### src/rtl/gmh_pkg.sv
// Shared constants, types and table functions for the GPS movement gate.
// No dependencies; every other file of the block uses it by scoped names.
`default_nettype none
package gmh_pkg;

  localparam int CORDIC_ITER_DEF = 24;
  localparam int ANGLE_FRAC_DEF  = 30;

  localparam int LAT_W  = 31;
  localparam int LON_W  = 32;
  localparam int MIN_W  = 16;
  localparam int DIST_W = 25;
  localparam int U_W    = 33;

  localparam int LAT_ANGLE  = 4;
  localparam int LAT_HAV    = 5;
  localparam int SQRT_STEPS = 32;

  localparam logic [63:0] PI_Q60   = 64'h3243F6A8885A308D;
  localparam logic [63:0] GAIN_Q62 = 64'd2800459870029481305;
  localparam logic [63:0] HALF_DIV = 64'd3600000000;
  localparam logic [63:0] HALF_SCALE_Q91 =
    ((PI_Q60 / HALF_DIV) << 31) + (((PI_Q60 % HALF_DIV) << 31) / HALF_DIV);
  localparam logic [31:0] HS_HI = HALF_SCALE_Q91[62:31];
  localparam logic [30:0] HS_LO = HALF_SCALE_Q91[30:0];

  localparam logic [63:0] Q62_ONE  = 64'h4000_0000_0000_0000;
  localparam logic [23:0] TWO_R    = 24'd12742000;
  localparam logic [DIST_W-1:0] DIST_MAX = '1;
  localparam logic [MIN_W-1:0]  MIN_MOVE_RST = 16'd5;

  typedef enum logic [0:0] {
    CFG_ENABLE   = 1'b0,
    CFG_MIN_MOVE = 1'b1
  } cfg_idx_t;

  // one word travelling beside the arithmetic pipeline
  typedef struct packed {
    logic                    vld;
    logic                    fix;
    logic signed [LAT_W-1:0] cur_lat;
    logic signed [LON_W-1:0] cur_lon;
    logic signed [LAT_W-1:0] ref_lat;
    logic signed [LON_W-1:0] ref_lon;
  } item_t;

  // atan(2^-i) in Q62 from the truncated power series
  function automatic logic [63:0] atan_q62(input int i);
    logic [63:0] acc;
    logic [63:0] term;
    int e;
    acc = '0;
    if (i == 0) begin
      acc = PI_Q60;
    end else begin
      for (int k = 0; k < 32; k++) begin
        e = 62 - i * (2 * k + 1);
        if (e >= 0) begin
          term = (64'd1 << e) / 64'(2 * k + 1);
          acc = (k % 2 == 1) ? acc - term : acc + term;
        end
      end
    end
    return acc;
  endfunction

  // table entry rounded to the angle format
  function automatic logic [63:0] atan_qf(input int i, input int f);
    logic [63:0] t;
    t = atan_q62(i);
    return (t + (64'd1 << (61 - f))) >> (62 - f);
  endfunction

endpackage
`default_nettype wire

### src/rtl/gmh_angle.sv
// Degree units to a half angle in radians, wrapped and folded for CORDIC.
// Depends on gmh_pkg for the pi and scale constants. Four stages.
`default_nettype none
module gmh_angle #(
  parameter int F = gmh_pkg::ANGLE_FRAC_DEF,
  parameter int W = gmh_pkg::ANGLE_FRAC_DEF + 4
) (
  input  logic                          clk,
  input  logic signed [gmh_pkg::U_W-1:0] u_in,
  output logic signed [W-1:0]           ang,
  output logic                          neg
);

  localparam int SH = 91 - F;
  localparam logic [96:0] RND = 97'(1) << (SH - 1);
  localparam logic signed [W-1:0] PI_W =
    W'((gmh_pkg::PI_Q60 + (64'd1 << (59 - F))) >> (60 - F));
  localparam logic signed [W-1:0] TWO_PI  = PI_W + PI_W;
  localparam logic signed [W-1:0] HALF_PI = PI_W >>> 1;

  logic signed [gmh_pkg::U_W-1:0] u_r;
  logic [64:0] pp_hi_r;
  logic [63:0] pp_lo_r;
  logic        sgn_r;
  logic signed [W-1:0] a_r;
  logic signed [W-1:0] ang_r;
  logic        neg_r;

  logic [gmh_pkg::U_W-1:0] mag;
  logic [96:0]        sum;
  logic signed [W-1:0] r, a_nxt, w, ang_nxt;
  logic               neg_nxt;

  always_comb begin
    mag   = u_r[gmh_pkg::U_W-1] ? gmh_pkg::U_W'(-u_r) : gmh_pkg::U_W'(u_r);
    sum   = (97'(pp_hi_r) << 31) + 97'(pp_lo_r) + RND;
    r     = W'(sum >> SH);
    a_nxt = sgn_r ? -r : r;
    // wrap to [-pi, pi]
    if (a_r > PI_W) begin
      w = a_r - TWO_PI;
    end else if (a_r < -PI_W) begin
      w = a_r + TWO_PI;
    end else begin
      w = a_r;
    end
    // fold to [-pi/2, pi/2], negate results later
    if (w > HALF_PI) begin
      ang_nxt = w - PI_W;
      neg_nxt = 1'b1;
    end else if (w < -HALF_PI) begin
      ang_nxt = w + PI_W;
      neg_nxt = 1'b1;
    end else begin
      ang_nxt = w;
      neg_nxt = 1'b0;
    end
  end

  always_ff @(posedge clk) begin
    u_r     <= u_in;
    pp_hi_r <= 65'(mag) * 65'(gmh_pkg::HS_HI);
    pp_lo_r <= 64'(mag) * 64'(gmh_pkg::HS_LO);
    sgn_r   <= u_r[gmh_pkg::U_W-1];
    a_r     <= a_nxt;
    ang_r   <= ang_nxt;
    neg_r   <= neg_nxt;
  end

  assign ang = ang_r;
  assign neg = neg_r;

endmodule
`default_nettype wire

### config.mk
export PLATFORM = sky130hd
export DESIGN_NAME = gmh_angle
export DESIGN_NICKNAME = d
export VERILOG_FILES = /design/src/rtl/gmh_pkg.sv /design/src/rtl/gmh_angle.sv
export SDC_FILE = /design/constraint.sdc
export NUM_CORES = 2
export LEC_CHECK = 0
export BUFFER_PORTS_ARGS = -buffer_cell sky130_fd_sc_hd__clkbuf_2
export CAP_MARGIN = 20
export CORE_MARGIN = 3
export CORE_UTILIZATION = 49
export DETAILED_ROUTE_END_ITERATION = 7
export PLACE_DENSITY = 0.74
export SETUP_SLACK_MARGIN = 0.1
export SLEW_MARGIN = 0
export SYNTH_ARGS = -nofsm -noshare
export SYNTH_HDL_FRONTEND = slang
export SYNTH_SLANG_ARGS = --single-unit
### constraint.sdc
create_clock -name clk -period 14.7 [get_ports clk]
set_clock_uncertainty 0.05 [all_clocks]
set_input_delay 0.735 -clock clk [delete_from_list [all_inputs] [get_ports clk]]
set_output_delay 0.735 -clock clk [all_outputs]
set_load 0.03 [all_outputs]
==> results.sh <==
export IMPL_outcome="completed"
export IMPL_antenna_found_initial=1
export IMPL_syn_to_final_growth_pct=5.86
export IMPL_grt_use_total=0.269
export IMPL_synthArstFlopShare=0
export IMPL_die_y_um=293
export IMPL_start_util=0.498
export IMPL_post_cts_buffers=0
export IMPL_syn_num_nets=5547
export IMPL_rr_worst_depth=36
export IMPL_fill_cells=7266
export IMPL_tightest_slew_ns=1.16
export IMPL_rrSetupSlack_ns=3.73
export IMPL_clock_root_buffer="clkbuf_16"
export IMPL_fin_nets=5609
export IMPL_netlist_area_um2=40400
export IMPL_timing_setup_tns_ns=0
export IMPL_maxSlewHeadroom=0.222
export IMPL_end_kind="flip-flop"
export IMPL_via_count=29559
export IMPL_cp_arrival_ns=11.32
export IMPL_overflow=0
export IMPL_path_clk_slew_ns=0.09
export IMPL_synth_area_top_cells="fa_1 (35%), ha_1 (21%), dfxtp_1 (9.9%)"
export IMPL_synth_ff_type="dfxtp_1"
export IMPL_die_area_um2=86000
export IMPL_clock_sinks=199
export IMPL_drt_wirelength_per_cell_um=21.4
export IMPL_drtIter0Drc=2386
export IMPL_cts_max_path_buffers=2
export IMPL_grt_pass1_wl_um=176000
export IMPL_drc=0
export IMPL_synth_cells=4116
export IMPL_cts_resized=0
export IMPL_synth_top_cell_area_share=0.348
export IMPL_highest_layer="met4"
export IMPL_max_stage_delay_ns=0.66
export IMPL_holdCritStartpoint="u_in[23]"
export IMPL_cp_slowest_cell="fa_1"
export IMPL_htree_levels=4
export IMPL_yosysWarnings=0
export IMPL_viasPerCell=5.63
export IMPL_routed_wl_met3_um=10500
export IMPL_dieWidth_um=293
export IMPL_drive_above_1_share=0.0465
export IMPL_min_period_over_period=0.746
export IMPL_synth_edf_count=0
export IMPL_ys_seq_area_frac=0.0985
export IMPL_crit_top_cell="fa_1"
export IMPL_r2r_start="u_r[0]"
export IMPL_rsz0062_at_grt="no"
export IMPL_avgSynthCellArea_um2=9.83
export IMPL_start_kind="flip-flop"
export IMPL_slew_viol_final=0
export IMPL_gp_congestion=1.02
export IMPL_grt_pass1_vias=30564
export IMPL_cpLargestDelayFamily="adder cells"
export IMPL_min_path_type="in -> reg"
export IMPL_ios=69
export IMPL_numCtsBuffers=17
export IMPL_yosysTopAreaCell="fa_1"
export IMPL_core_area_um2=81200
export IMPL_setup_viol_count_final=0
export IMPL_crit_type="reg -> reg"
export IMPL_cap_viol_max_count=0
export IMPL_ys_types=107
export IMPL_wl_met1_um=47700
export IMPL_max_clock_freq_ghz=0.0912
export IMPL_worstSetupStartpoint="u_r[0]"
export IMPL_grt_max_degree=47
export IMPL_min_period_ns=10.97
export IMPL_r2r_end="pp_lo_r[63]"
export IMPL_cts_hold_buf=0
export IMPL_cp_required_ns=15.06
export IMPL_clk_latency_ns=0.52
export IMPL_crit_buf_inv=7
export IMPL_hpwl_um=97400
export IMPL_path_depth=36
export IMPL_postRouteAntennaNets=0
export IMPL_cts_tree="done"
export IMPL_ys_seq_elements=199
export IMPL_critPathMaxFanout=20
export IMPL_whs_path_depth=1
export IMPL_rows=104
export IMPL_io_buffers=68
export IMPL_drt_pass1_iter_count=7
export IMPL_cp_endpoint="pp_lo_r[63]"
export IMPL_wl_um=112000
export IMPL_hold_viol=0
export IMPL_routed_wl_met2_um=49600
how the worst min path moves through the flow:
| stage | endpoint | slack (ns) |
|---|---|---|
| 3_5_place_dp | ang[0] | 0.44 |
| 4_1_cts | u_r[21] | 0.22 |
| 2_1_floorplan | ang[0] | 0.32 |
| 5_1_grt | u_r[20] | 0.23 |
| 3_3_place_gp | ang[0] | 0.44 |
| 6_report | u_r[23] | 0.26 |
cell usage after synthesis (all sizes together) (24+ instances only):
cell type  count
inv         1006
fa           704
ha           693
dfxtp        199
xnor2        171
a21oi        155
nand2        115
o21ai        112
nor2         110
xor2          82
a21o          80
nand3         54
nor3          45
clkbuf        35
and3          33
buf           31
nand2b        31
nand4         31
o21a          27
a31oi         24
cell type report:
| type | instances | area, um^2 | area share |
|---|---|---|---|
| clock inverter | 15 | 216 | 0.00506 |
| clock buffer | 17 | 425 | 0.00994 |
| timing repair buffer | 109 | 668 | 0.0156 |
| antenna | 2 | 5.00 | 0.000117 |
| sequential | 199 | 3980 | 0.0931 |
| multi-input combinational | 2845 | 32400 | 0.757 |
| inverter | 1006 | 3780 | 0.0882 |
| tap | 1060 | 1330 | 0.0310 |
layer usage:
| layer | vias to the layer above | track usage |
|---|---|---|
| li1 | 13509 | - |
| met1 | 14662 | 0.370 |
| met2 | 1172 | 0.414 |
| met3 | 216 | 0.0696 |
| met4 | 0 | 0.0942 |
| met5 | - | 0 |
cell families after synthesis:
family | after synthesis | synth area share
flops | 199 | 0.0985
fa+ha+maj | 1397 | 0.563
mux | 9 | 0.00226
simple gates | 559 | 0.0735
buf+inv | 1072 | 0.101
compound gates | 627 | 0.106
xor+xnor | 253 | 0.0558
through the flow:
| step | instances | utilization | area (um^2) | hold slack [ns] | setup slack, ns |
|---|---|---|---|---|---|
| 2_1_floorplan | 4116 | - | 40400 | 0.317 | 5.00 |
| 3_3_place_gp | 5218 | 0.519 | 42100 | 0.444 | 3.90 |
| 5_1_grt | 5251 | 0.527 | 42800 | 0.233 | 3.02 |
| 3_5_place_dp | 5219 | 0.519 | 42200 | 0.437 | 3.73 |
| 4_1_cts | 5251 | 0.527 | 42800 | 0.219 | 3.68 |
| 6_report | 5253 | 0.527 | 42800 | 0.260 | 3.73 |
state kept, by name, summed over array words and instances, names as in the netlist:
signal	count
a_r	34
sgn_r	1
pp_lo_r	36
pp_hi_r	60
ang	34
u_r	33
neg	1
cells in the final DEF (no fill, tap or decap), types with 18 or more instances in the layout:
master    count
a211oi_1     22
a21o_1       80
a21oi_1     155
a31oi_1      24
and2_1       18
and3_1       33
buf_4        40
clkbuf_2     68
dfxtp_1     199
fa_1        704
ha_1        693
inv_1      1005
nand2_1     115
nand2b_1     31
nand3_1      53
nand4_1      29
nor2_1      109
nor2b_1      20
nor3_1       45
o21a_1       27
o21ai_0     103
o31ai_1      20
xnor2_1     163
xor2_1       82
Power is left out: the tool's default activity adds up to more than one toggle a clock period on the data nets, which glitch-free logic cannot reach.
