File: src/rtl/gmh_pkg.sv
// Shared constants, types and table functions for the GPS movement gate.
// No dependencies; every other file of the block uses it by scoped names.
`default_nettype none
package gmh_pkg;

  localparam int CORDIC_ITER_DEF = 24;
  localparam int ANGLE_FRAC_DEF  = 30;

  localparam int LAT_W  = 31;
  localparam int LON_W  = 32;
  localparam int MIN_W  = 16;
  localparam int DIST_W = 25;
  localparam int U_W    = 33;

  localparam int LAT_ANGLE  = 4;
  localparam int LAT_HAV    = 5;
  localparam int SQRT_STEPS = 32;

  localparam logic [63:0] PI_Q60   = 64'h3243F6A8885A308D;
  localparam logic [63:0] GAIN_Q62 = 64'd2800459870029481305;
  localparam logic [63:0] HALF_DIV = 64'd3600000000;
  localparam logic [63:0] HALF_SCALE_Q91 =
    ((PI_Q60 / HALF_DIV) << 31) + (((PI_Q60 % HALF_DIV) << 31) / HALF_DIV);
  localparam logic [31:0] HS_HI = HALF_SCALE_Q91[62:31];
  localparam logic [30:0] HS_LO = HALF_SCALE_Q91[30:0];

  localparam logic [63:0] Q62_ONE  = 64'h4000_0000_0000_0000;
  localparam logic [23:0] TWO_R    = 24'd12742000;
  localparam logic [DIST_W-1:0] DIST_MAX = '1;
  localparam logic [MIN_W-1:0]  MIN_MOVE_RST = 16'd5;

  typedef enum logic [0:0] {
    CFG_ENABLE   = 1'b0,
    CFG_MIN_MOVE = 1'b1
  } cfg_idx_t;

  // one word travelling beside the arithmetic pipeline
  typedef struct packed {
    logic                    vld;
    logic                    fix;
    logic signed [LAT_W-1:0] cur_lat;
    logic signed [LON_W-1:0] cur_lon;
    logic signed [LAT_W-1:0] ref_lat;
    logic signed [LON_W-1:0] ref_lon;
  } item_t;

  // atan(2^-i) in Q62 from the truncated power series
  function automatic logic [63:0] atan_q62(input int i);
    logic [63:0] acc;
    logic [63:0] term;
    int e;
    acc = '0;
    if (i == 0) begin
      acc = PI_Q60;
    end else begin
      for (int k = 0; k < 32; k++) begin
        e = 62 - i * (2 * k + 1);
        if (e >= 0) begin
          term = (64'd1 << e) / 64'(2 * k + 1);
          acc = (k % 2 == 1) ? acc - term : acc + term;
        end
      end
    end
    return acc;
  endfunction

  // table entry rounded to the angle format
  function automatic logic [63:0] atan_qf(input int i, input int f);
    logic [63:0] t;
    t = atan_q62(i);
    return (t + (64'd1 << (61 - f))) >> (62 - f);
  endfunction

endpackage
`default_nettype wire

File: src/rtl/gmh_isqrt.sv
// Integer square root of a Q62 value, one result bit per stage.
// Depends on gmh_pkg for the step count.
`default_nettype none
module gmh_isqrt (
  input  logic        clk,
  input  logic [62:0] n_in,
  output logic [31:0] root
);

  localparam int S = gmh_pkg::SQRT_STEPS;

  logic [62:0] n_r [S];
  logic [62:0] r_r [S];
  logic [62:0] np  [S];
  logic [62:0] rp  [S];
  logic [63:0] trial [S];

  always_comb begin
    np[0] = n_in;
    rp[0] = '0;
    for (int j = 1; j < S; j++) begin
      np[j] = n_r[j-1];
      rp[j] = r_r[j-1];
    end
    for (int j = 0; j < S; j++) begin
      trial[j] = 64'(rp[j]) + (64'd1 << (62 - 2 * j));
    end
  end

  always_ff @(posedge clk) begin
    for (int j = 0; j < S; j++) begin
      if (64'(np[j]) >= trial[j]) begin
        n_r[j] <= 63'(64'(np[j]) - trial[j]);
        r_r[j] <= 63'((64'(rp[j]) >> 1) + (64'd1 << (62 - 2 * j)));
      end else begin
        n_r[j] <= np[j];
        r_r[j] <= rp[j] >> 1;
      end
    end
  end

  assign root = r_r[S-1][31:0];

endmodule
`default_nettype wire

File: config.mk
export PLATFORM = sky130hd
export DESIGN_NAME = gmh_isqrt
export DESIGN_NICKNAME = d
export VERILOG_FILES = /design/src/rtl/gmh_pkg.sv /design/src/rtl/gmh_isqrt.sv
export SDC_FILE = /design/constraint.sdc
export NUM_CORES = 2
export LEC_CHECK = 0
export ABC_CLOCK_PERIOD_IN_PS = 8530
export BUFFER_PORTS_ARGS = -buffer_cell sky130_fd_sc_hd__buf_2
export CORE_MARGIN = 2
export CORE_UTILIZATION = 66
export DETAILED_ROUTE_END_ITERATION = 16
export GPL_TIMING_DRIVEN = 1
export PLACE_DENSITY = 0.95
export SYNTH_ARGS = -nofsm -noshare
export SYNTH_HDL_FRONTEND = slang
export SYNTH_SLANG_ARGS = --single-unit
File: constraint.sdc
create_clock -name clk -period 8.53 [get_ports clk]
set_clock_uncertainty 0.05 [all_clocks]
set_input_delay 0.853 -clock clk [delete_from_list [all_inputs] [get_ports clk]]
set_output_delay 0.853 -clock clk [all_outputs]
set_load 0.005 [all_outputs]
==> results of run 1 <==
==> through the flow <==
| step | area (µm²) | util (%) | hold WS (ns) | worst slack [ns] |
|---|---|---|---|---|
| CTS | 105000 | 74.3 | 0.00154 | 3.83 |
| global placement | 96600 | 68.0 | 0.280 | 4.13 |
| floorplan | 94600 | - | 0.272 | 5.18 |
| detailed placement | 96600 | 68.0 | 0.285 | 3.96 |
==> cells by family after synthesis <==
family          share of synthesized area [%]
simple gates                             15.1
flops                                    52.5
compound gates                           12.1
buf+inv                                  3.82
xor+xnor                                 7.97
fa+ha+maj                                7.37
mux                                      1.12
other cells                           0.00396
==> synth_stat cells, drive strengths merged, types with 81 or more instances <==
cell type and n:
or4 81, nor2 637, o21ai 402, clkbuf 168, xor2 373, mux2 87, nand4 167, a21o 221
nor3 252, dfxtp 2481, o21a 82, ha 556, nor4 308, nand3 141, inv 686, xnor2 488
nand2b 124, a21oi 662, nand2 569
==> repair_timing <==
action | CTS
hold buffers | 62
resized for setup | 0
hold endpoints to repair | 62
==> layer usage <==
metal | GRT usage (%) | GRT overflow
met5 | 21.1 | 0
met4 | 42.7 | 55
met3 | 37.1 | 6
met2 | 72.0 | 65
met1 | 57.7 | 2
==> reports/metrics.csv, run 1 <==
stage,metric,value,unit
floorplanning,Core Rows,138,
grt,GRT overflow,128,
yosys,cell taking the most area after synthesis,dfxtp_1,
place,Detail Placement HPWL,189000,µm
yosys,Yosys cell types,96,
clocking,post-CTS setup buffer count,0,
outcome,status,did not finish,
yosys,sequential area share after synthesis,52.5,%
clocking,clk root buf,clkbuf_16,
outcome,Error,[ERROR GRT-0232] Routing congestion too high. Check the congestion heatmap in the GUI.,
yosys,flop and latch count out of synthesis,2481,
floorplanning,IO Pins,96,
place,Cells after DPL,11300,
place,IO buf count,95,
grt,initial antenna violation count,115,
yosys,Post-synth EDFFs,0,
yosys,Synth Cell Area,94600,µm²
yosys,ys flop type,dfxtp_1,
clocking,clock buffer count from CTS,221,
yosys,Synth Warn #,0,
yosys,"top cells by area, synth","dfxtp_1 (52%), ha_1 (7.4%), xnor2_1 (4.5%), a21oi_1 (3.5%), xor2_1 (3.5%)",
floorplanning,Die W,383,µm
place,GP Congestion,0.966,
yosys,Post-synth ARST share,0,%
yosys,mean area per synthesized cell,9.96,µm²
clocking,H-tree Lvls,4,
grt,gr usage total,54.3,%
clocking,Sink Count,2481,
yosys,Post-Synthesis Net Count,10100,
yosys,Mapped Cells,9500,
floorplanning,Die Y,383,µm
yosys,post-synth top area share,52.5,%
floorplanning,Starting Density,66.7,%
clocking,Clock Path Buffers,3,
grt,largest net degree at the start of global routing,59,
outcome,Failed at,global routing,
==> run 2, diff against run 1 <==
--- a/config.mk
+++ b/config.mk
@@ -8,10 +8,10 @@
 export ABC_CLOCK_PERIOD_IN_PS = 8530
 export BUFFER_PORTS_ARGS = -buffer_cell sky130_fd_sc_hd__buf_2
 export CORE_MARGIN = 2
-export CORE_UTILIZATION = 66
+export CORE_UTILIZATION = 40
 export DETAILED_ROUTE_END_ITERATION = 16
 export GPL_TIMING_DRIVEN = 1
-export PLACE_DENSITY = 0.95
+export PLACE_DENSITY_LB_ADDON = 0.15
 export SYNTH_ARGS = -nofsm -noshare
 export SYNTH_HDL_FRONTEND = slang
 export SYNTH_SLANG_ARGS = --single-unit
==> run 2 against run 1 <==
Compared with the run above: the run now ends clean; synthesized cell count unchanged; synthesized area stayed put.
==> reports/metrics.csv, run 2 <==
stage,metric,value,unit
worst_setup_path,Critical path origin,r_r[1][852],
yosys,ys flop type,dfxtp_1,
place,Detail Placement HPWL,195000,µm
place,Cells after DPL,12500,
grt,gr usage total,20.1,%
layout,Biggest register,n_r,
drt,Routed WL,248000,µm
clocking,clk root buf,clkbuf_16,
yosys,cell taking the most area after synthesis,dfxtp_1,
drt,Pre-Repair DR Iteration Count,6,
yosys,most common cell in the netlist,dfxtp_1,
clocking,H-tree Lvls,5,
drt,wire length per cell,19.0,µm
yosys,Synth Cell Area,94600,µm²
drt,post-route DRC violation count,0,
worst_setup_path,crit-path max FO,53,
power_and_ir_drop,clock network fraction of design power,31.3,%
clocking,Clock Path Buffers,4,
yosys,Yosys cell types,96,
grt,first-pass GRT wire length,385000,µm
floorplanning,DIE AREA,240000,µm²
worst_setup_path,Worst Path Buf+Inv,2,
power_and_ir_drop,sw frac,32.5,%
timing,Fmax,0.220,GHz
layout,Nets,10400,
layout,share of cells above drive strength 1,7.33,%
timing,number of endpoints failing setup at the final stage,0,
worst_setup_path,Setup crit end kind,flop,
yosys,Mapped Cells,9500,
worst_setup_path,critical path class,flop to flop,
power_and_ir_drop,pwr dens,355,nW/µm²
timing,RSZ-0062 raised after global routing,no,
timing,period utilization,53.2,%
clocking,Clock transition at path regs,0.06,ns
layout,"commonest cells after routing, fill and taps aside","dfxtp_1 (2481), inv_1 (681), a21oi_1 (662), nor2_1 (634), nand2_1 (568)",
yosys,post-synth top area share,52.5,%
grt,GRT overflow,0,
worst_setup_path,Critical Path Start Type,flop,
outcome,status,completed,
worst_setup_path,"Largest stage delay, worst path",1.10,ns
power_and_ir_drop,Internal,25900,µW
worst_setup_path,worst setup path end,n_r[1][892],
place,IO buf count,95,
drt,vias per cell,5.17,
yosys,Post-synth ARST share,0,%
worst_setup_path,Worst Reg2Reg Path Length in Cells,9,
layout,non-filler instance count after layout,13100,
worst_setup_path,worst reg2reg path startpoint,r_r[1][852],
worst_setup_path,CP required,9.28,ns
place,GP Congestion,0.898,
power_and_ir_drop,worst vdd ir,0.000204,V
layout,number of flip-flops in the largest register,1953,
worst_setup_path,worst r2r dst,n_r[1][892],
yosys,Post-synth EDFFs,0,
clocking,Sink Count,2481,
clocking,Clock Latency Late Sink,0.93,ns
power_and_ir_drop,Switching Power,12500,µW
yosys,Synth Warn #,0,
floorplanning,placeable core region,235000,µm²
floorplanning,Starting Density,40.2,%
grt,largest net degree at the start of global routing,64,
worst_setup_path,Worst path slowest cell,a2111oi_0,
yosys,Post-Synthesis Net Count,10100,
timing,fin crit period,4.54,ns
flow_run,maximum capacitance violations,0,
worst_setup_path,crit-path cells,inv_1 -> ha_1 -> a2111oi_0 -> nand4b_1 -> a2111o_1 -> a21oi_1 -> o21a_1 -> inv_2 -> mux2_2,
power_and_ir_drop,Gate power share,25.4,%
timing,final hold viol count,0,
drt,Iteration-0 DRC Markers,4335,
floorplanning,IO Pins,96,
worst_setup_path,Worst path top cell family by delay,compound AO/OA/AOI/OAI gates,
worst_setup_path,CP Data Arrival Time,5.29,ns
power_and_ir_drop,LEAKAGE,0.0486,µW
floorplanning,Die W,490,µm
layout,fillcell total,22400,
timing,setup TNS,0,ns
layout,Area Overhead vs Synth,14.3,%
layout,"most common cell after layout, fill and taps aside",dfxtp_1,
worst_setup_path,critical path depth,9,
drt,DR vias,67700,
timing,max-slew violations,0,
drt,antenna-violating nets left,0,
grt,initial antenna violation count,10,
yosys,mean area per synthesized cell,9.96,µm²
yosys,sequential area share after synthesis,52.5,%
timing,Slew headroom,11.8,%
yosys,top post-synthesis cells by count,"dfxtp_1 (2481), inv_1 (682), a21oi_1 (662)",
clocking,TritonCTS clock tree,done,
layout,top flop regs,"n_r (1953), r_r (528)",
floorplanning,Die Y,490,µm
worst_setup_path,R2R setup slack,3.99,ns
clocking,clock buffer count from CTS,282,
min_path,hold crit path type,flop to flop,
grt,vias in the first global route,67600,
yosys,"top cells by area, synth","dfxtp_1 (52%), ha_1 (7.4%), xnor2_1 (4.5%), a21oi_1 (3.5%), xor2_1 (3.5%)",
power_and_ir_drop,Sequential Power Share,43.3,%
floorplanning,Core Rows,178,
timing,Worst-Margin Slew,1.29,ns
yosys,flop and latch count out of synthesis,2481,
run 2: cell counts after synthesis:
Identical to the previous run, type by type.
run 2: repair_timing:
action                                 in CTS  in global routing
resized for setup                           0                  0
hold buffers                               63                  0
setup buffers                               0                  0
endpoints found under the hold margin      63                  0
run 2: worst min-delay path by stage:
| stage | from | to | slack [ns] | cells after the start |
|---|---|---|---|---|
| 2_1_floorplan | n_r[0][402] | n_r[0][465] | 0.27 | 0 |
| 5_1_grt | n_r[0][645] | n_r[0][708] | 0.29 | 0 |
| 3_5_place_dp | n_r[1][139] | n_r[1][202] | 0.28 | 0 |
| 4_1_cts | n_r[0][709] | n_r[0][772] | 0.27 | 0 |
| 6_report | n_r[0][885] | n_r[0][948] | 0.27 | 0 |
| 3_3_place_gp | n_r[1][696] | n_r[1][759] | 0.28 | 0 |
run 2: cell type report:
type,instances,area (µm²),area share (%)
flip-flops and latches,2481,49700,45.9
repair buffers,175,1250,1.15
multi-input cells,6103,41400,38.2
inverters,686,2570,2.38
well taps,3150,3940,3.64
diodes,5,12.5,0.0116
clock inverters,103,1300,1.20
clock buffers,384,8040,7.43
run 2: power groups by stage:
stage | logic [µW] | registers, µW | clock network, µW
2_1_floorplan | 7570 | 15800 | 0
3_3_place_gp | 9590 | 16900 | 0
3_5_place_dp | 9670 | 16900 | 0
4_1_cts | 9780 | 16700 | 12300
5_1_grt | 10900 | 16900 | 12800
6_report | 9760 | 16600 | 12000
run 2: worst reg2reg max path, stage by stage (launching register included):
cell and delay [ns]:
dfxtp_1 0.33, inv_1 0.05, ha_1 0.42, a2111oi_0 1.10, nand4b_1 0.33, a2111o_1 0.40
a21oi_1 0.15, o21a_1 0.60, inv_2 0.57, mux2_2 0.45
run 2: through the flow:
step                      power [µW]  util, %  hold slack [ns]  setup slack (ns)  instance area (µm²)
after floorplan                23300        -            0.272              5.18                94600
after global placement         26500     41.7            0.277              4.10                98100
after detailed placement       26600     41.7            0.280              4.07                98100
after CTS                      38800     46.0            0.273              3.99               108000
after global routing           40700     46.0            0.285              3.69               108000
final                          38400     46.0            0.271              3.99               108000
run 2: per-layer routing:
layer | vias to the layer above | track usage (%) | share of wire (%)
li1 | 33700 | - | -
met2 | 1410 | 34.7 | 48
met1 | 32300 | 26.4 | 46
met5 | - | 0 | 0
met3 | 312 | 3.08 | 4.4
met4 | 0 | 4.45 | 1.8
run 2: kinds of logic (layout without fill, tap and decap cells):
kind of cell	after synthesis	after routing	synth area share (%)
flip-flops	2481	2481	52.5
AND/OR/NAND/NOR	2750	2750	15.1
other	1	6	0.00396
AO/OA/AOI/OAI	1839	1839	12.1
buffers and inverters	916	1348	3.82
adder cells (fa/ha/maj)	557	557	7.37
XOR/XNOR	861	861	7.97
multiplexers	95	95	1.12
No activity file was read; power rests on OpenSTA's default activity.
